`config.mk`:
```
export PLATFORM = sky130hd
export DESIGN_NAME = two_axis_step_command_queue
export DESIGN_NICKNAME = d
export VERILOG_FILES = /design/src/rtl/tasq_pkg.sv /design/src/rtl/tasq_fifo.sv /design/src/rtl/two_axis_step_command_queue.sv
export SDC_FILE = /design/constraint.sdc
export NUM_CORES = 2
export LEC_CHECK = 0
export ABC_AREA = 1
export ABC_CLOCK_PERIOD_IN_PS = 4900
export BUFFER_PORTS_ARGS = -buffer_cell sky130_fd_sc_hd__buf_2
export CAP_MARGIN = 20
export CORE_AREA = 2 2 482 484
export DETAILED_ROUTE_END_ITERATION = 12
export DIE_AREA = 0 0 484 486
export PLACE_DENSITY_LB_ADDON = 0.3
export SLEW_MARGIN = 5
export SYNTH_ARGS = -nofsm -noshare
export SYNTH_HDL_FRONTEND = slang
export SYNTH_HIERARCHICAL = 1
export SYNTH_SLANG_ARGS = --single-unit
```
`constraint.sdc`:
```
create_clock -name i_clk -period 4.9 [get_ports i_clk]
set_input_delay 0.49 -clock i_clk [delete_from_list [all_inputs] [get_ports i_clk]]
set_output_delay 0.49 -clock i_clk [all_outputs]
set_load 0.05 [all_outputs]
```
`src/rtl/tasq_pkg.sv`:
```
// Shared types, codes and helpers for the two-axis step command queue.
package tasq_pkg;

    localparam int QUEUE_DEPTH_DEF = 32;

    // frame letters
    localparam logic [7:0] MOTOR_X = 8'h58;  // 'X'
    localparam logic [7:0] MOTOR_Y = 8'h59;  // 'Y'
    localparam logic [7:0] DIR_C_UP = 8'h43;  // 'C'
    localparam logic [7:0] DIR_C_LO = 8'h63;  // 'c'
    localparam logic [7:0] DIR_N_UP = 8'h4E;  // 'N'
    localparam logic [7:0] DIR_N_LO = 8'h6E;  // 'n'

    // byte slot within a four-byte frame
    localparam logic [1:0] POS_MOTOR = 2'd0;
    localparam logic [1:0] POS_DIR   = 2'd1;
    localparam logic [1:0] POS_LOW   = 2'd2;
    localparam logic [1:0] POS_HIGH  = 2'd3;

    typedef enum logic [1:0] {
        CMD_BYTE  = 2'd0,
        CMD_CMP_A = 2'd1,
        CMD_CMP_B = 2'd2
    } t_cmd;

    typedef struct packed {
        logic [7:0]  dir;
        logic [15:0] steps;
    } t_entry;

    typedef struct packed {
        logic push;
        logic pop;
    } t_q_ctl;

    // C/c drives the pin high, N/n low, any other letter keeps it
    function automatic logic dir_level(input logic [7:0] letter, input logic cur);
        logic lvl;
        lvl = cur;
        if (letter == DIR_C_UP || letter == DIR_C_LO) begin
            lvl = 1'b1;
        end else if (letter == DIR_N_UP || letter == DIR_N_LO) begin
            lvl = 1'b0;
        end
        return lvl;
    endfunction

endpackage

```
`src/rtl/tasq_fifo.sv`:
```
// Ring-buffer command FIFO with a registered head read and push bypass.
module tasq_fifo #(
    parameter int QUEUE_DEPTH = tasq_pkg::QUEUE_DEPTH_DEF
) (
    input  logic                               i_clk,
    input  logic                               i_rst_n,
    input  tasq_pkg::t_q_ctl                   i_ctl,
    input  tasq_pkg::t_entry                   i_wr_data,
    output logic [$clog2(QUEUE_DEPTH+1)-1:0]   o_count,
    output tasq_pkg::t_entry                   o_head
);
    import tasq_pkg::*;

    localparam int AW = $clog2(QUEUE_DEPTH);
    localparam int CW = $clog2(QUEUE_DEPTH + 1);
    localparam logic [AW:0]   DEPTH_S = (AW + 1)'(QUEUE_DEPTH);
    localparam logic [AW-1:0] LAST_A  = AW'(QUEUE_DEPTH - 1);

    t_entry r_mem [QUEUE_DEPTH];
    t_entry r_head_q;

    logic [AW-1:0] r_head, n_head;
    logic [CW-1:0] r_count, n_count;
    logic [AW:0]   tail_sum;
    logic [AW-1:0] tail;

    always_comb begin
        tail_sum = {1'b0, r_head} + (AW + 1)'(r_count);
        tail = (tail_sum >= DEPTH_S) ? AW'(tail_sum - DEPTH_S) : AW'(tail_sum);
        n_head = r_head;
        if (i_ctl.pop) begin
            n_head = (r_head == LAST_A) ? '0 : r_head + AW'(1);
        end
        n_count = r_count + CW'(i_ctl.push) - CW'(i_ctl.pop);
    end

    always_ff @(posedge i_clk) begin
        if (!i_rst_n) begin
            r_head  <= '0;
            r_count <= '0;
        end else begin
            r_head  <= n_head;
            r_count <= n_count;
        end
    end

    always_ff @(posedge i_clk) begin
        if (i_ctl.push) begin
            r_mem[tail] <= i_wr_data;
        end
    end

    // prefetch the next head; forward a word written to that slot this cycle
    always_ff @(posedge i_clk) begin
        if (i_ctl.push && tail == n_head) begin
            r_head_q <= i_wr_data;
        end else begin
            r_head_q <= r_mem[n_head];
        end
    end

    // an empty queue can only pop the word pushed in the same cycle
    assign o_head  = (r_count == '0) ? i_wr_data : r_head_q;
    assign o_count = r_count;

endmodule

```
`src/rtl/two_axis_step_command_queue.sv`:
```
// Two-axis step/direction command queue: top level.
// Each accepted word is a serial byte (tuser 0) or a timer compare event
// (tuser 1 = compare A, 2 = compare B, 3 = no event). Four bytes form a
// frame: motor letter X or Y, direction letter, step count low byte, high
// byte; a complete frame goes into that axis's FIFO of QUEUE_DEPTH entries,
// and a frame for an unknown motor or a full FIFO is dropped and flagged.
// When both axes have no steps left, the head of each non-empty FIFO loads.
// Compare A drives the pulse pin of a stepping axis low, compare B drives it
// high and counts one step. Every accepted word gives one result word with
// the pin levels, step counts, FIFO fill levels, busy and drop flags. The
// block takes one word per clock unless the output stalls; all work on it is
// done in its accept cycle, with FIFO heads read from a registered prefetch.
module two_axis_step_command_queue #(
    parameter int QUEUE_DEPTH = tasq_pkg::QUEUE_DEPTH_DEF
) (
    input  logic        i_clk,
    input  logic        i_rst_n,
    input  logic        i_s_tvalid,
    output logic        o_s_tready,
    input  logic [7:0]  i_s_tdata,   // [7:0] rx_byte
    input  logic [1:0]  i_s_tuser,   // [1:0] cmd
    output logic        o_m_tvalid,
    input  logic        i_m_tready,
    // [0] x_pulse, [1] y_pulse, [2] x_direction, [3] y_direction,
    // [19:4] x_steps_left, [35:20] y_steps_left, [41:36] x_queued,
    // [47:42] y_queued, [48] busy_res, [49] frame_dropped, [55:50] zero
    output logic [55:0] o_m_tdata
);
    import tasq_pkg::*;

    localparam int CW = $clog2(QUEUE_DEPTH + 1);
    localparam logic [CW-1:0] FULL_CNT = CW'(QUEUE_DEPTH);

    logic        accept;
    t_cmd        cmd;
    logic [7:0]  rx_byte;

    logic [1:0]  r_pos, n_pos;
    logic [7:0]  r_motor, n_motor;
    logic [7:0]  r_dir, n_dir;
    logic [7:0]  r_low, n_low;
    logic [15:0] r_x_rem, n_x_rem;
    logic [15:0] r_y_rem, n_y_rem;
    logic        r_x_pulse, n_x_pulse;
    logic        r_y_pulse, n_y_pulse;
    logic        r_x_dir, n_x_dir;
    logic        r_y_dir, n_y_dir;
    logic        r_dropped, n_dropped;
    logic        r_valid, n_valid;

    logic [15:0] x_rem_t, y_rem_t;
    logic        frame_done;
    logic        x_nz, y_nz, load;
    t_q_ctl      x_ctl, y_ctl;
    t_entry      frame_entry, x_head, y_head;
    logic [CW-1:0] x_count, y_count;

    assign accept     = i_s_tvalid && o_s_tready;
    assign o_s_tready = !r_valid || i_m_tready;
    assign cmd        = t_cmd'(i_s_tuser);
    assign rx_byte    = i_s_tdata;

    assign frame_entry = '{dir: r_dir, steps: {rx_byte, r_low}};

    always_comb begin
        n_pos     = r_pos;
        n_motor   = r_motor;
        n_dir     = r_dir;
        n_low     = r_low;
        x_rem_t   = r_x_rem;
        y_rem_t   = r_y_rem;
        n_x_pulse = r_x_pulse;
        n_y_pulse = r_y_pulse;
        frame_done = 1'b0;

        if (accept) begin
            case (cmd)
                CMD_BYTE: begin
                    case (r_pos)
                        POS_MOTOR: begin
                            n_motor = rx_byte;
                            n_pos   = POS_DIR;
                        end
                        POS_DIR: begin
                            n_dir = rx_byte;
                            n_pos = POS_LOW;
                        end
                        POS_LOW: begin
                            n_low = rx_byte;
                            n_pos = POS_HIGH;
                        end
                        default: begin
                            frame_done = 1'b1;
                            n_pos   = POS_MOTOR;
                            n_motor = '0;
                            n_dir   = '0;
                            n_low   = '0;
                        end
                    endcase
                end
                CMD_CMP_A: begin
                    if (r_x_rem != '0) n_x_pulse = 1'b0;
                    if (r_y_rem != '0) n_y_pulse = 1'b0;
                end
                CMD_CMP_B: begin
                    if (r_x_rem != '0) begin
                        n_x_pulse = 1'b1;
                        x_rem_t   = r_x_rem - 16'd1;
                    end
                    if (r_y_rem != '0) begin
                        n_y_pulse = 1'b1;
                        y_rem_t   = r_y_rem - 16'd1;
                    end
                end
                default: begin
                end
            endcase
        end

        x_ctl.push = frame_done && r_motor == MOTOR_X && x_count != FULL_CNT;
        y_ctl.push = frame_done && r_motor == MOTOR_Y && y_count != FULL_CNT;
        n_dropped  = frame_done && !x_ctl.push && !y_ctl.push;

        // load new commands once both axes are idle
        x_nz = x_count != '0 || x_ctl.push;
        y_nz = y_count != '0 || y_ctl.push;
        load = accept && x_rem_t == '0 && y_rem_t == '0 && (x_nz || y_nz);
        x_ctl.pop = load && x_nz;
        y_ctl.pop = load && y_nz;

        n_x_rem = x_ctl.pop ? x_head.steps : x_rem_t;
        n_y_rem = y_ctl.pop ? y_head.steps : y_rem_t;
        n_x_dir = x_ctl.pop ? dir_level(x_head.dir, r_x_dir) : r_x_dir;
        n_y_dir = y_ctl.pop ? dir_level(y_head.dir, r_y_dir) : r_y_dir;

        n_valid = r_valid;
        if (accept) begin
            n_valid = 1'b1;
        end else if (i_m_tready) begin
            n_valid = 1'b0;
        end
    end

    always_ff @(posedge i_clk) begin
        if (!i_rst_n) begin
            r_pos     <= POS_MOTOR;
            r_motor   <= '0;
            r_dir     <= '0;
            r_low     <= '0;
            r_x_rem   <= '0;
            r_y_rem   <= '0;
            r_x_pulse <= 1'b0;
            r_y_pulse <= 1'b0;
            r_x_dir   <= 1'b0;
            r_y_dir   <= 1'b0;
            r_dropped <= 1'b0;
            r_valid   <= 1'b0;
        end else begin
            r_pos     <= n_pos;
            r_motor   <= n_motor;
            r_dir     <= n_dir;
            r_low     <= n_low;
            r_x_rem   <= n_x_rem;
            r_y_rem   <= n_y_rem;
            r_x_pulse <= n_x_pulse;
            r_y_pulse <= n_y_pulse;
            r_x_dir   <= n_x_dir;
            r_y_dir   <= n_y_dir;
            r_valid   <= n_valid;
            if (accept) begin
                r_dropped <= n_dropped;
            end
        end
    end

    tasq_fifo #(.QUEUE_DEPTH(QUEUE_DEPTH)) u_x_fifo (
        .i_clk     (i_clk),
        .i_rst_n   (i_rst_n),
        .i_ctl     (x_ctl),
        .i_wr_data (frame_entry),
        .o_count   (x_count),
        .o_head    (x_head)
    );

    tasq_fifo #(.QUEUE_DEPTH(QUEUE_DEPTH)) u_y_fifo (
        .i_clk     (i_clk),
        .i_rst_n   (i_rst_n),
        .i_ctl     (y_ctl),
        .i_wr_data (frame_entry),
        .o_count   (y_count),
        .o_head    (y_head)
    );

    // state is frozen while a result word waits, so it doubles as the output
    assign o_m_tvalid = r_valid;
    assign o_m_tdata  = {6'd0, r_dropped, (r_x_rem != '0 || r_y_rem != '0),
                         6'(y_count), 6'(x_count), r_y_rem, r_x_rem,
                         r_y_dir, r_x_dir, r_y_pulse, r_x_pulse};

    a_count_bound: assert property (@(posedge i_clk) disable iff (!i_rst_n)
        x_count <= FULL_CNT && y_count <= FULL_CNT)
        else $error("FIFO count beyond depth");

    a_frame_wrap: assert property (@(posedge i_clk) disable iff (!i_rst_n)
        accept && cmd == CMD_BYTE && r_pos == POS_HIGH |=> r_pos == POS_MOTOR)
        else $error("frame position did not wrap after high byte");

    a_drop_only_on_frame: assert property (@(posedge i_clk) disable iff (!i_rst_n)
        accept && !(cmd == CMD_BYTE && r_pos == POS_HIGH) |=> !r_dropped)
        else $error("drop flag without a completed frame");

    a_x_steps_hold: assert property (@(posedge i_clk) disable iff (!i_rst_n)
        accept && cmd != CMD_CMP_B && r_x_rem != '0 |=> r_x_rem == $past(r_x_rem))
        else $error("X step count changed without compare B");

    a_stall_freeze: assert property (@(posedge i_clk) disable iff (!i_rst_n)
        !accept |=> $stable(r_x_rem) && $stable(r_y_rem) && $stable(r_pos))
        else $error("state changed without an accepted word");

endmodule
```
# ---- Word level (Yosys, flattened, before mapping)
# Memory sizes are Yosys's and may differ from the RTL's. A register that Yosys moved wholly into a read port is not among the register bits.
# Cells that the tools add are included.
dict set report totals {
  mem_count 2
  mem_bits_rw 1536
  in_bits 14
  out_inout_bits 58
  regBits 86
  wordCells 146
}
dict set report classes {
  eq_ne 22
  mux 39
  n_reduce_logical 50
  n_bitwise 3
  magnitude_cmp 2
  addsub 12
}
# memory words width rd rd_clocked_by_memory_dff write_ports line_no
set memory_table {}
lappend memory_table {u_x_fifo.r_mem 32 24 1 1 1 tasq_fifo.sv:19} ;# t_entry r_mem [QUEUE_DEPTH];
lappend memory_table {u_y_fifo.r_mem 32 24 1 1 1 tasq_fifo.sv:19}
# operator count
set op_table {}
lappend op_table {{16-bit 2-to-1 mux} 8}
lappend op_table {{8-bit by 7-bit equality test with 1-bit output (second input constant)} 10}
lappend op_table {{24-bit 2-to-1 mux} 2}
lappend op_table {{8-bit one-hot mux with 2 select lines} 3}
lappend op_table {{16-bit zero test} 2}
lappend op_table {{16-bit nonzero test} 2}
lappend op_table {{16-bit by 1-bit subtractor with 16-bit output (second input constant)} 2}
lappend op_table {{5-bit 2-to-1 mux} 6}
lappend op_table {{1-bit 2-to-1 mux} 17}
lappend op_table {{5-bit by 6-bit adder with 6-bit output} 2}
lappend op_table {{6-bit by 1-bit adder with 6-bit output} 2}
lappend op_table {{6-bit greater-or-equal comparator (second input constant)} 2}
lappend op_table {{1-bit logical AND} 12}
lappend op_table {{6-bit zero test} 2}
lappend op_table {{6-bit inequality test (second input constant)} 2}
lappend op_table {{6-bit nonzero test} 2}
lappend op_table {{6-bit by 1-bit subtractor with 6-bit output} 2}
lappend op_table {{5-bit by 1-bit adder with 5-bit output (second input constant)} 2}
lappend op_table {{5-bit equality test (second input constant)} 2}
lappend op_table {{5-bit by 1-bit subtractor with 5-bit output (second input constant)} 2}
lappend op_table {{1-bit logical OR} 9}
lappend op_table {{3-bit AND reduction} 3}
lappend op_table {{2-bit inequality test (second input constant)} 4}
lappend op_table {{4-bit AND reduction} 2}
lappend op_table {{11 further kinds} 26}

# ---- Longest topological paths before layout
dict set report depth {
  ltp_word 12
  depth_mapped 30
  ltp_nobuf 28
}

# ---- Hierarchy
# Netlist, hierarchy kept.
# module seq_area_each_um2 area_per_inst_um2 instances cells_each
set by_module_without_submodules {}
lappend by_module_without_submodules {{tasq_fifo (u_x_fifo)} 23382.4 32353.5 1 2773}
lappend by_module_without_submodules {{tasq_fifo (u_y_fifo)} 23382.4 32257.2 1 2773}
lappend by_module_without_submodules {two_axis_step_command_queue 1281.2 4207.8 1 704}

# ---- Worst setup path before layout
# Ideal clock, no wire load.
dict set report synth_path {
  path_kind {reg2reg}
  from {register r_x_rem[0]}
  to {register u_x_fifo.r_count[4], in the netlist u_x_fifo/o_count[4]}
  synth_period_minus_slack_ps 3886
  arrival_time_ps 3767
  path_stages_with_launch 24
  slack_ps 1014
  required_time_ps 4781
  path_buffers 2
  setup_time_ps 119
  cell_sequence {dfxtp_1 inv_1 ha_1 nand3_1 nor2_2 nand3_2 buf_2 nand4_1 xor2_1 nand3_1 nor2_4 nand3_4 buf_6 inv_1 ha_1 inv_1 ha_1 fa_1 nand2_1 inv_1 o21ai_0 nand2_1 o21ai_0 a21oi_1}
}
# element line_no
set synth_rtl {}
lappend synth_rtl {{from (decl)} two_axis_step_command_queue.sv:42} ;# logic [15:0] r_x_rem, n_x_rem;
lappend synth_rtl {{from (signal assigned)} two_axis_step_command_queue.sv:163} ;# r_x_rem <= n_x_rem;
lappend synth_rtl {{to (signal assigned)} tasq_fifo.sv:43} ;# r_count <= n_count;
lappend synth_rtl {{to (decl)} tasq_fifo.sv:23} ;# logic [CW-1:0] r_count, n_count;

==> impl_metrics.py <==
metrics = {
    "cts": {
        "clock_sinks": 1567,
        "clock_network_latency_to_the_later_pin_of_the_worst_skew_pair_ns": 0.80,
        "clock_transition_at_the_registers_of_the_reported_paths_ns": 0.06,
        "cts_setup_buffers": 0,
        "post_cts_resized": 0,
        "clock_h_tree_levels": 4,
        "tritoncts": "yes",
        "hold_buffers": 1,
        "clk_path_buf_depth": 3,
        "numCtsBuffers": 159,
        "clockRootBuffer": "sky130_fd_sc_hd__clkbuf_16",
    },
    "floorplan": {
        "std_cell_rows": 176,
        "floorplan.initialDensity_pct": 28.9,
        "overall_die_width_um": 484,
        "die_y_um": 486,
        "design.portCount": 72,
        "core_um2": 229000,
        "die_area_um2": 235000,
    },
    "power": {
        "static-leakage-power_nw": 27.7,
        "power.ir.vdd_worst_mv": 0.342,
        "power_density_nw_per_um2": 461,
    },
    "timing": {
        "fin_tns_setup_ns": 0,
        "unrepaired_setup_endpoints_after_global_routing": "no",
        "fin_crit_sh_pct": 85.4,
        "maxSlewHeadroom_pct": 21.9,
        "worstMarginPinSlew_ns": 1.17,
        "slew_viol_final": 0,
        "finalCriticalPeriod_ns": 4.18,
        "timing.clock.skew_ns": 0.0283,
        "maxClockFrequency_mhz": 239,
        "finalHoldViolCount": 0,
        "final-setup-viol-count": 0,
    },
    "global_route": {
        "grt_pass1_vias": 42159,
        "grt_use_total_pct": 16.6,
        "grt_start_max_net_pins": 143,
        "grt_antenna_before_repair": 7,
        "overflow": 0,
        "grt_first_pass_wirelength_mm": 293,
    },
    "route": {
        "post-route-drc-count": 0,
        "dr_wl_met3_mm": 12.2,
        "drt-vias-per-instance": 4.85,
        "drt-initial-drc-count": 4225,
        "route.vias.total": 44790,
        "top_signal_layer_used": "met4",
        "met1_length_mm": 86.6,
        "drtAntennaViolNets": 0,
        "wire_per_inst_um": 21.7,
        "detail_route.first_pass.iterations": 5,
        "totalWireLength_mm": 200,
        "routed-wl-met2_mm": 95.0,
    },
    "layout": {
        "drive_gt1_share_pct": 9.34,
        "multi_input_comb_area_um2": 17400,
        "final_nets": 6142,
        "synthToLayoutAreaGrowth_pct": 13.1,
        "fin_area_um2": 75000,
        "seq_area_um2": 46100,
        "fill_cells": 23130,
    },
    "synth": {
        "postSynthCellCount": 6044,
        "synthesis.yosys.warnings": 6,
        "mappedNetlistArea_um2": 66300,
        "post_synth.cell_area_avg_um2": 11.0,
    },
    "run": {
        "drv_cap": 0,
    },
    "setup_path": {
        "ws_path_type": "reg2reg",
        "crit_path_end_kind": "register",
        "worst-endpoint-required_ns": 5.57,
        "crit_arrival_ns": 4.86,
        "critical_path.max_fanout": 22,
        "crit_path_start_kind": "register",
        "reg2reg_depth": 24,
    },
    "place": {
        "input_output_buffers": 65,
        "place_congestion": 0.884,
        "dpl_cell_area_um2": 69800,
        "place.detailed.hpwl_mm": 116,
    },
    "min_path": {
        "hold_path_class": "in2reg",
        "worst_hold_path.num_cells": 1,
    },
    "status": {
        "status": "finished clean",
    },
}
-- report_power, final --
group	total, mW	switching [mW]	internal [mW]
clock network	12.1	5.19	6.94
logic	7.56	5.64	1.91
registers	14.9	0.216	14.6
-- state kept, by name, summed over array words and instances (netlist names), 6 cells and up, named ones only --
signal and flops:
r_dir 7, r_x_rem 16, u_y_fifo/r_mem 736, u_y_fifo/o_count 6, r_y_rem 16, r_low 8, u_x_fifo/r_mem 736, r_motor 8
u_x_fifo/o_count 6
-- metal layers --
metal	vias to the layer above	global-route usage, %
met5	-	0
met4	0	5.92
met3	275	2.30
met2	1418	27.2
met1	22166	22.5
li1	20931	-
-- critical path: stages, from the launching register on --
cell                      delay (ns)
sky130_fd_sc_hd__dfxtp_1        0.32
sky130_fd_sc_hd__inv_1          0.09
sky130_fd_sc_hd__ha_1           0.17
sky130_fd_sc_hd__nand3_1        0.13
sky130_fd_sc_hd__nor2_2         0.16
sky130_fd_sc_hd__nand3_2        0.36
sky130_fd_sc_hd__nand2_1        0.30
sky130_fd_sc_hd__nand2_1        0.09
sky130_fd_sc_hd__nand2_1        0.12
sky130_fd_sc_hd__nand2_1        0.06
sky130_fd_sc_hd__nor2_1         0.11
sky130_fd_sc_hd__nand3_1        0.12
sky130_fd_sc_hd__nor2_4         0.23
sky130_fd_sc_hd__nand3_4        0.09
sky130_fd_sc_hd__inv_1          0.26
sky130_fd_sc_hd__ha_1           0.19
sky130_fd_sc_hd__inv_1          0.04
sky130_fd_sc_hd__ha_1           0.21
sky130_fd_sc_hd__fa_1           0.42
sky130_fd_sc_hd__nand2_1        0.09
sky130_fd_sc_hd__inv_1          0.05
sky130_fd_sc_hd__o21ai_0        0.13
sky130_fd_sc_hd__nand2_1        0.08
sky130_fd_sc_hd__o21ai_0        0.16
sky130_fd_sc_hd__a21oi_1        0.05
-- path summary, 6_finish.rpt --
check,slack (ns),from,endpoint
worst max-delay path,0.72,r_x_rem[0],u_x_fifo/o_count[4]
worst max register to register,0.72,r_x_rem[0],u_x_fifo/o_count[4]
worst min-delay path,0.15,i_s_tdata[3],u_y_fifo/r_mem[19][11]
worst min register to register,0.45,r_y_pulse,r_y_pulse
-- layout make-up --
| type | instances | area share [%] |
|---|---|---|
| Sequential cell | 1567 | 61.6 |
| Multi-Input combinational cell | 3947 | 23.2 |
| Clock buffer | 208 | 5.76 |
| Tap cell | 3026 | 5.05 |
| Timing Repair Buffer | 242 | 2.46 |
| Clock inverter | 78 | 1.02 |
| Inverter | 170 | 0.901 |
| Antenna cell | 6 | 0.0200 |
-- placed cells by master, fill, tap and decap left out, types with 28 or more instances in the layout --
cell type                   count
sky130_fd_sc_hd__clkinv_1      28
sky130_fd_sc_hd__buf_4        161
sky130_fd_sc_hd__clkbuf_1      39
sky130_fd_sc_hd__clkbuf_16    164
sky130_fd_sc_hd__nand2_1     2212
sky130_fd_sc_hd__buf_2         65
sky130_fd_sc_hd__edfxtp_1    1472
sky130_fd_sc_hd__inv_1        157
sky130_fd_sc_hd__nor2_1       162
sky130_fd_sc_hd__dfxtp_1       72
sky130_fd_sc_hd__a21oi_1       32
sky130_fd_sc_hd__nand3_1     1297
sky130_fd_sc_hd__ha_1          37
sky130_fd_sc_hd__nor2_2        71
-- metrics by stage --
step | hold WS, ns | util (%) | power, mW | setup slack (ns) | std cells
global route | 0.150 | 32.7 | 36.1 | 0.340 | 9238
detailed placement | 0.444 | 30.4 | 22.7 | 0.503 | 8950
CTS | 0.101 | 32.6 | 34.8 | 0.762 | 9237
global placement | 0.434 | 30.4 | 22.7 | 0.456 | 8949
floorplan | 0.424 | - | 20.7 | 1.01 | 6049
finish | 0.150 | 32.7 | 34.5 | 0.718 | 9244
(Power assumes the default switching activity.)
